`config.mk`:
```
export PLATFORM = sky130hd
export DESIGN_NAME = bitmap_rle_row_encoder
export DESIGN_NICKNAME = d
export VERILOG_FILES = /design/src/sv/brle_pkg.sv /design/src/sv/brle_out_queue.sv /design/src/sv/bitmap_rle_row_encoder.sv
export SDC_FILE = /design/constraint.sdc
export NUM_CORES = 1
export LEC_CHECK = 0
export CORE_UTILIZATION = 50
export CTS_CLUSTER_SIZE = 8
export DETAILED_ROUTE_END_ITERATION = 10
export DONT_BUFFER_PORTS = 1
export PLACE_DENSITY = 0.66
export RECOVER_POWER = 50
export SYNTH_ARGS = -nofsm -noshare
export SYNTH_HDL_FRONTEND = slang
export SYNTH_SLANG_ARGS = --single-unit
```
`constraint.sdc`:
```
create_clock -name clk_i -period 8 [get_ports clk_i]
set_input_delay 1.6 -clock clk_i [delete_from_list [all_inputs] [get_ports clk_i]]
set_output_delay 1.6 -clock clk_i [all_outputs]
set_load 0.01 [all_outputs]
```
`src/sv/brle_pkg.sv`:
```
`timescale 1ns / 1ps

package brle_pkg;

  // Result queue geometry
  localparam int QDEPTH      = 8;
  localparam int MAX_RESULTS = 6;
  localparam int QCNT_W      = $clog2(QDEPTH + 1);
  localparam int PUSH_W      = $clog2(MAX_RESULTS + 1);

  // Run limits
  localparam logic [7:0] RUN_MAX8 = 8'd255;
  localparam logic [7:0] RUN_MAX4 = 8'd254;
  localparam logic [3:0] NIB_MASK = 4'hF;
  localparam logic [7:0] PIX_PER_BYTE = 8'd2;

  // Register map (word index of the APB address)
  typedef enum logic [1:0] {
    REG_NIBBLE_MODE = 2'd0,
    REG_ROW_BYTES   = 2'd1,
    REG_IMAGE_ROWS  = 2'd2
  } reg_idx_e;

  // One byte of the encoded stream
  typedef struct packed {
    logic [7:0] out_byte;
    logic       last_of_run;
    logic       end_of_image;
  } res_t;

  // All results of one input transaction, in stream order
  typedef struct packed {
    logic [PUSH_W-1:0]       cnt;
    res_t [MAX_RESULTS-1:0]  data;
  } push_t;

endpackage

```
`src/sv/brle_out_queue.sv`:
```
`timescale 1ns / 1ps

module brle_out_queue (
  input  logic                          clk_i,
  input  logic                          rst_ni,
  input  brle_pkg::push_t               push_i,
  output logic                          out_valid,
  input  logic                          out_ready,
  output brle_pkg::res_t                head_o,
  output logic [brle_pkg::QCNT_W-1:0]   level_o
);

  brle_pkg::res_t                 slot_q [brle_pkg::QDEPTH];
  brle_pkg::res_t                 slot_d [brle_pkg::QDEPTH];
  logic [brle_pkg::QCNT_W-1:0]    cnt_q, cnt_d;
  logic [brle_pkg::QCNT_W-1:0]    base;
  logic                           pop;

  assign out_valid = (cnt_q != '0);
  assign pop       = out_valid && out_ready;
  assign head_o    = slot_q[0];
  assign level_o   = cnt_q;

  // Shift down on pop, then append the new transaction's results at the tail
  always_comb begin
    logic [brle_pkg::QCNT_W-1:0] off;
    base = cnt_q - brle_pkg::QCNT_W'(pop);
    for (int i = 0; i < brle_pkg::QDEPTH; i++) begin
      if (pop && (i < brle_pkg::QDEPTH - 1)) begin
        slot_d[i] = slot_q[(i + 1) % brle_pkg::QDEPTH];
      end else begin
        slot_d[i] = slot_q[i];
      end
      off = brle_pkg::QCNT_W'(i) - base;
      if ((brle_pkg::QCNT_W'(i) >= base) &&
          (off < brle_pkg::QCNT_W'(push_i.cnt))) begin
        slot_d[i] = push_i.data[off[brle_pkg::PUSH_W-1:0]];
      end
    end
    cnt_d = base + brle_pkg::QCNT_W'(push_i.cnt);
  end

  // Hold the queue contents
  always_ff @(posedge clk_i) begin
    for (int i = 0; i < brle_pkg::QDEPTH; i++) begin
      slot_q[i] <= slot_d[i];
    end
  end

  // Track the fill level
  always_ff @(posedge clk_i or negedge rst_ni) begin
    if (!rst_ni) begin
      cnt_q <= '0;
    end else begin
      cnt_q <= cnt_d;
    end
  end

endmodule

```
`src/sv/bitmap_rle_row_encoder.sv`:
```
`timescale 1ns / 1ps

// Run-length encoder for stored bitmap rows (8-bit or 4-bit encoded mode).
// Input channel: one stored image byte per transaction (pixel_byte_i), in
// row order, padding included. Output channel: one stream byte per
// transaction, with last_of_run_o on the final byte caused by an input byte
// and end_of_image_o on the closing byte of the end-of-bitmap marker.
// Configure nibble_mode, row_bytes and image_rows over the APB port while
// the block is idle; a zero size is taken as one.
// Each input byte is encoded in the cycle it is accepted and its results
// (zero to six bytes) land in an eight-entry registered output queue.
// Inside a run the block takes one byte per cycle while in_ready is high.
// in_ready is high while the queue holds two bytes or fewer: with the
// receiver ready, a row end of four or six bytes holds off the input until
// the queue drains to two bytes, and a two-byte run close stalls only when
// earlier bytes are still queued; a stalled receiver fills the queue and
// then holds off the input. Reset empties the queue, clears run and
// position state and loads the registers to 8-bit mode, one byte per row,
// one row.

module bitmap_rle_row_encoder (
  input  logic        clk_i,
  input  logic        rst_ni,
  // APB configuration
  input  logic        psel,
  input  logic        penable,
  input  logic        pwrite,
  input  logic [3:0]  paddr,
  input  logic [31:0] pwdata,
  output logic [31:0] prdata,
  output logic        pready,
  // Input bytes
  input  logic        in_valid,
  output logic        in_ready,
  input  logic [7:0]  pixel_byte_i,
  // Encoded stream
  output logic        out_valid,
  input  logic        out_ready,
  output logic [7:0]  out_byte_o,
  output logic        last_of_run_o,
  output logic        end_of_image_o
);

  logic        nibble_mode_q;
  logic [15:0] row_bytes_q, image_rows_q;
  logic [7:0]  held_q, held_d, run_q, run_d;
  logic [15:0] col_q, col_d, row_q, row_d;

  logic        in_acc, first, uneq, close, row_end, img_end;
  logic [7:0]  unit;
  logic [15:0] rb_m1, ir_m1;
  logic [brle_pkg::PUSH_W-1:0] n_res;
  brle_pkg::res_t [brle_pkg::MAX_RESULTS-1:0] res;
  brle_pkg::push_t push;
  brle_pkg::res_t  head;
  logic [brle_pkg::QCNT_W-1:0] level;

  // Configuration registers
  assign pready = 1'b1;

  always_ff @(posedge clk_i or negedge rst_ni) begin
    if (!rst_ni) begin
      nibble_mode_q <= 1'b0;
      row_bytes_q   <= 16'd1;
      image_rows_q  <= 16'd1;
    end else if (psel && penable && pwrite && pready) begin
      unique case (brle_pkg::reg_idx_e'(paddr[3:2]))
        brle_pkg::REG_NIBBLE_MODE: nibble_mode_q <= pwdata[0];
        brle_pkg::REG_ROW_BYTES:   row_bytes_q   <= pwdata[15:0];
        brle_pkg::REG_IMAGE_ROWS:  image_rows_q  <= pwdata[15:0];
        default: ;
      endcase
    end
  end

  always_comb begin
    unique case (brle_pkg::reg_idx_e'(paddr[3:2]))
      brle_pkg::REG_NIBBLE_MODE: prdata = {31'd0, nibble_mode_q};
      brle_pkg::REG_ROW_BYTES:   prdata = {16'd0, row_bytes_q};
      brle_pkg::REG_IMAGE_ROWS:  prdata = {16'd0, image_rows_q};
      default:                   prdata = '0;
    endcase
  end

  // Accept while the queue has room for a full burst
  assign in_ready = (level <= brle_pkg::QCNT_W'(brle_pkg::QDEPTH - brle_pkg::MAX_RESULTS));
  assign in_acc   = in_valid && in_ready;

  // Run decision
  assign unit  = nibble_mode_q ? brle_pkg::PIX_PER_BYTE : 8'd1;
  assign first = (col_q == '0);
  assign uneq  = ((held_q & {4'd0, brle_pkg::NIB_MASK}) != {4'd0, held_q[7:4]});

  always_comb begin
    if (first) begin
      close = 1'b0;
    end else if (nibble_mode_q) begin
      close = uneq || (pixel_byte_i != held_q) || (run_q >= brle_pkg::RUN_MAX4);
    end else begin
      close = (pixel_byte_i != held_q) || (run_q >= brle_pkg::RUN_MAX8);
    end
  end

  assign held_d = (first || close) ? pixel_byte_i : held_q;
  assign run_d  = (first || close) ? unit : run_q + unit;

  // Row and image boundaries
  assign rb_m1   = (row_bytes_q == '0) ? '0 : row_bytes_q - 16'd1;
  assign ir_m1   = (image_rows_q == '0) ? '0 : image_rows_q - 16'd1;
  assign row_end = (col_q >= rb_m1);
  assign img_end = (row_q >= ir_m1);
  assign col_d   = row_end ? '0 : col_q + 16'd1;
  assign row_d   = !row_end ? row_q : (img_end ? '0 : row_q + 16'd1);

  // Assemble the result bytes of this transaction in stream order
  always_comb begin
    res = '0;
    if (close) begin
      res[0].out_byte = run_q;
      res[1].out_byte = held_q;
      if (row_end) begin
        res[2].out_byte     = run_d;
        res[3].out_byte     = held_d;
        res[5].out_byte     = {7'd0, img_end};
        res[5].end_of_image = img_end;
        res[5].last_of_run  = 1'b1;
        n_res = brle_pkg::PUSH_W'(6);
      end else begin
        res[1].last_of_run = 1'b1;
        n_res = brle_pkg::PUSH_W'(2);
      end
    end else if (row_end) begin
      res[0].out_byte     = run_d;
      res[1].out_byte     = held_d;
      res[3].out_byte     = {7'd0, img_end};
      res[3].end_of_image = img_end;
      res[3].last_of_run  = 1'b1;
      n_res = brle_pkg::PUSH_W'(4);
    end else begin
      n_res = '0;
    end
  end

  assign push.cnt  = in_acc ? n_res : '0;
  assign push.data = res;

  // Advance run and position state
  always_ff @(posedge clk_i or negedge rst_ni) begin
    if (!rst_ni) begin
      held_q <= '0;
      run_q  <= '0;
      col_q  <= '0;
      row_q  <= '0;
    end else if (in_acc) begin
      held_q <= held_d;
      run_q  <= run_d;
      col_q  <= col_d;
      row_q  <= row_d;
    end
  end

  brle_out_queue u_queue (
    .clk_i     (clk_i),
    .rst_ni    (rst_ni),
    .push_i    (push),
    .out_valid (out_valid),
    .out_ready (out_ready),
    .head_o    (head),
    .level_o   (level)
  );

  assign out_byte_o     = head.out_byte;
  assign last_of_run_o  = head.last_of_run;
  assign end_of_image_o = head.end_of_image;

  // Queue never overfills
  assert property (@(posedge clk_i) disable iff (!rst_ni)
    level <= brle_pkg::QCNT_W'(brle_pkg::QDEPTH))
    else $error("result queue overflow");

  // End-of-bitmap byte is a 1 closing its transaction
  assert property (@(posedge clk_i) disable iff (!rst_ni)
    out_valid && end_of_image_o |-> (out_byte_o == 8'd1) && last_of_run_o)
    else $error("malformed end-of-bitmap byte");

  // A byte inside a run adds nothing to the queue
  assert property (@(posedge clk_i) disable iff (!rst_ni)
    in_acc && !close && !row_end |=>
      level == $past(level) - brle_pkg::QCNT_W'($past(out_valid && out_ready)))
    else $error("result pushed inside a run");

  // Position resets to the row start after a row end
  assert property (@(posedge clk_i) disable iff (!rst_ni)
    in_acc && row_end |=> col_q == '0)
    else $error("column not cleared at row end");

endmodule

```
==> impl_metrics.csv <==
group,metric,value,unit
run_status,outcome,"finished, final reports clean",
timing,period_share,85.47,%
floorplan,std_cell_rows,53,
routing,post_drt_via_cell_ratio,6.123,
placement,dp_hpwl,20.98,mm
timing,finalCriticalPeriod,6.838,ns
grt,first_global_vias,8185,
grt,grt_max_degree,86,
synth,synth_top_area_share,21.85,%
critical_path,crit_path_start_kind,"register",
timing,tightest_slew,1.168,ns
clocking,htreeDepth,4,
critical_path,crit_arrival,6.87,ns
layout,area_growth,6.133,%
clocking,path_clk_slew,0.07,ns
routing,wl_per_cell,19.65,um
clocking,cts_tree,"yes",
synth,synth_edf_count,80,
floorplan,dieArea,22590,um^2
critical_path,crit_family,"simple AND/OR/NAND/NOR gates",
timing,slew_headroom,21.95,%
power,ir_drop,0.1762,mV
synth,synth_area,11000,um^2
critical_path,cp-startpoint,"row_bytes_q[6]",
critical_path,cp-end-kind,"register",
routing,drc,0,
critical_path,critPathSlowestCell,"o21ai_1",
layout,final_net_count,1268,
clocking,clock_sinks,165,
power,p_seq_share,32.4,%
clocking,root_buffer,"clkbuf_16",
synth,synth.area.top_cells,"edfxtp_1, dfrtp_1, ha_1, nand2_1, nor2_1",
layout,final_cells,1438,
floorplan,pin_count,96,
critical_path,crit_path_cell_trace,"or3_1 > or4_1 > or3_1 > nor2_1 > nand4b_1 > and2_0 > ha_1 > nand2b_1 > a211oi_1 > o211a_1 > o211a_1 > buf_4 > nor2_1 > clkbuf_1 > ha_1 > o21ai_1 > nand2_1",
power,switching_share,44.97,%
grt,grt_overflow,0,
synth,syn_avg_cell_area,9.272,um^2
floorplan,start_util,51.66,%
timing,slew_viol_final,0,
synth,synth_cell_types,67,
timing,rsz0062_at_grt,"no",
routing,drt_pass1_iterations,5,
clocking,post_cts_resized,0,
grt,grt_pass1_wl,45.33,mm
critical_path,max_stage_delay,0.82,ns
floorplan,coreArea,21290,um^2
synth,seq_area_frac_synth,41.21,%
synth,async_flop_share,51.52,%
synth,yosysWarnings,0,
power,p_leak,0.004731,uW
synth,yosysTopAreaCell,"edfxtp_1",
routing,vias,8805,
routing,drtIter0Drc,727,
layout,final_cell_mix,"nand2_1, nor2_1, dfrtp_1",
clocking,post_cts_buffers,0,
floorplan,die_x,150.3,um
synth,synth_cells,1186,
power,clkPwrFrac,17.9,%
worst_hold_path,hold_start,"u_queue.slot_q[1][10]",
critical_path,crit_type,"reg2reg",
grt,antenna_found_initial,0,
placement,routabilityCongestion,0.8983,
routing,totalWireLength,28.26,mm
placement,port-buffer-count,0,
clocking,clk_latency,0.43,ns
floorplan,dieHeight,150.3,um
timing,max_freq,0.1462,GHz
timing,hold_violations,0,
synth,synth_ff_type,"dfrtp_1",
layout,drive_gt1_share,7.223,%
clocking,numCtsBuffers,17,
timing,setup_viol,0,
critical_path,r2r-start,"row_bytes_q[6]",
power,powerDensity,406.3,nW/um^2
clocking,max-clock-path-buffers,2,
power,p_switching,2132,uW
critical_path,required,8.03,ns
grt,grt_use_total,26.20,%
routing,postRouteAntennaNets,0,
job,drv_cap,0,
layout,final_common_cell,"nand2_1",
timing,skew,0.01331,ns
clocking,ctsHoldBuffers,0,
critical_path,cp.buffers_inverters,2,
power,power.internal,2609,uW
critical_path,crit_fanout,26,
synth,ys_ff_latch,165,
power,combPwrFrac,49.7,%
timing,setup_tns,0,ns
layout,antenna_cells,0,
placement,dp.cells,1406,
worst_hold_path,hold_class,"reg2reg",
## power by group through the flow
stage                     clock network (uW)  logic, uW  registers (uW)
final                                    849       2360            1540
after global routing                     893       2600            1570
after CTS                                857       2330            1540
after detailed placement                   0       2320            1550
after global placement                     0       2270            1540
after floorplan                            0       1810            1440
## path summary, 6_finish.rpt
| path | to | slack, ns | cells after the start |
|---|---|---|---|
| setup reg to reg | u_queue.slot_q[0][38] | 1.16 | 17 |
| min in group asynchronous | image_rows_q[4] | 0.85 | 0 |
| hold / removal | u_queue.slot_q[1][0] | 0.53 | 2 |
| max in group asynchronous | row_bytes_q[0] | 6.92 | 0 |
| setup / recovery | u_queue.slot_q[0][38] | 1.16 | 17 |
| hold reg to reg | u_queue.slot_q[1][0] | 0.53 | 2 |
## synthesized netlist by cell type (6+ instances only)
| master | count |
|---|---|
| a211oi_1 | 6 |
| a21oi_1 | 37 |
| a221o_1 | 33 |
| a22o_1 | 31 |
| a22oi_1 | 12 |
| a2bb2oi_1 | 6 |
| a31oi_1 | 9 |
| a32oi_1 | 7 |
| and2_1 | 9 |
| and3_1 | 11 |
| buf_4 | 25 |
| clkbuf_1 | 55 |
| dfrtp_1 | 83 |
| edfxtp_1 | 80 |
| ha_1 | 65 |
| inv_1 | 24 |
| mux2_2 | 31 |
| nand2_1 | 168 |
| nand2b_1 | 18 |
| nand3_1 | 26 |
| nand4_1 | 14 |
| nor2_1 | 117 |
| nor2b_1 | 8 |
| nor3_1 | 29 |
| nor4_1 | 15 |
| o21ai_0 | 77 |
| o22ai_1 | 12 |
| o31ai_1 | 17 |
| or3_1 | 14 |
| xnor2_1 | 22 |
| xor2_1 | 46 |
## state kept, by name (all words and copies together), names as in the netlist
| signal | count |
|---|---|
| run_q | 8 |
| u_queue.level_o | 4 |
| row_bytes_q | 16 |
| u_queue.slot_q | 80 |
| row_q | 16 |
| nibble_mode_q | 1 |
| col_q | 16 |
| image_rows_q | 16 |
| held_q | 8 |
## tightest hold or removal path, delay by kind of cell (launching register included)
kind | cells | cell delay, ns
flops | 1 | 0.32
compound gates | 1 | 0.06
simple gates | 1 | 0.04
## cell families (layout without fill, tap and decap cells)
family,count (synthesis),in the layout,synth area share (%)
AO/OA/AOI/OAI,280,280,17.93
XOR/XNOR,69,69,5.564
adder cells (fa/ha/maj),67,67,7.760
buffers and inverters,116,78,4.870
flip-flops,165,165,41.21
multiplexers,34,34,3.447
other,2,17,0.06829
AND/OR/NAND/NOR,453,453,19.15
## metrics by stage
step	worst slack [ns]	area (um^2)	hold WS (ns)	total power [uW]	util, %
after floorplan	2.616	11050	0.4946	3249	-
after global placement	1.428	11110	0.5042	3810	52.18
after detailed placement	1.330	11110	0.5142	3872	52.18
after CTS	1.259	11700	0.5242	4723	54.98
after global routing	0.5677	11670	0.5435	5065	54.83
final	1.162	11670	0.5299	4742	54.83
## cell type report
cell class / instances / area [um^2]
Inverter: 29 / 108.9
Sequential cell: 165 / 4532
Tap cell: 275 / 344.1
Clock inverter: 14 / 165.2
Fill cell: 1902 / 9615
Timing Repair Buffer: 17 / 112.6
Clock buffer: 18 / 429.2
Multi-Input combinational cell: 920 / 5979
## routing by layer
metal  track usage, %  part of all wire [%]
met1            35.17                    44
met2            43.43                    48
met3            4.909                   6.1
met4            6.566                   1.6
met5                0                     0
Note: power is estimated with default switching activity, not from simulation.
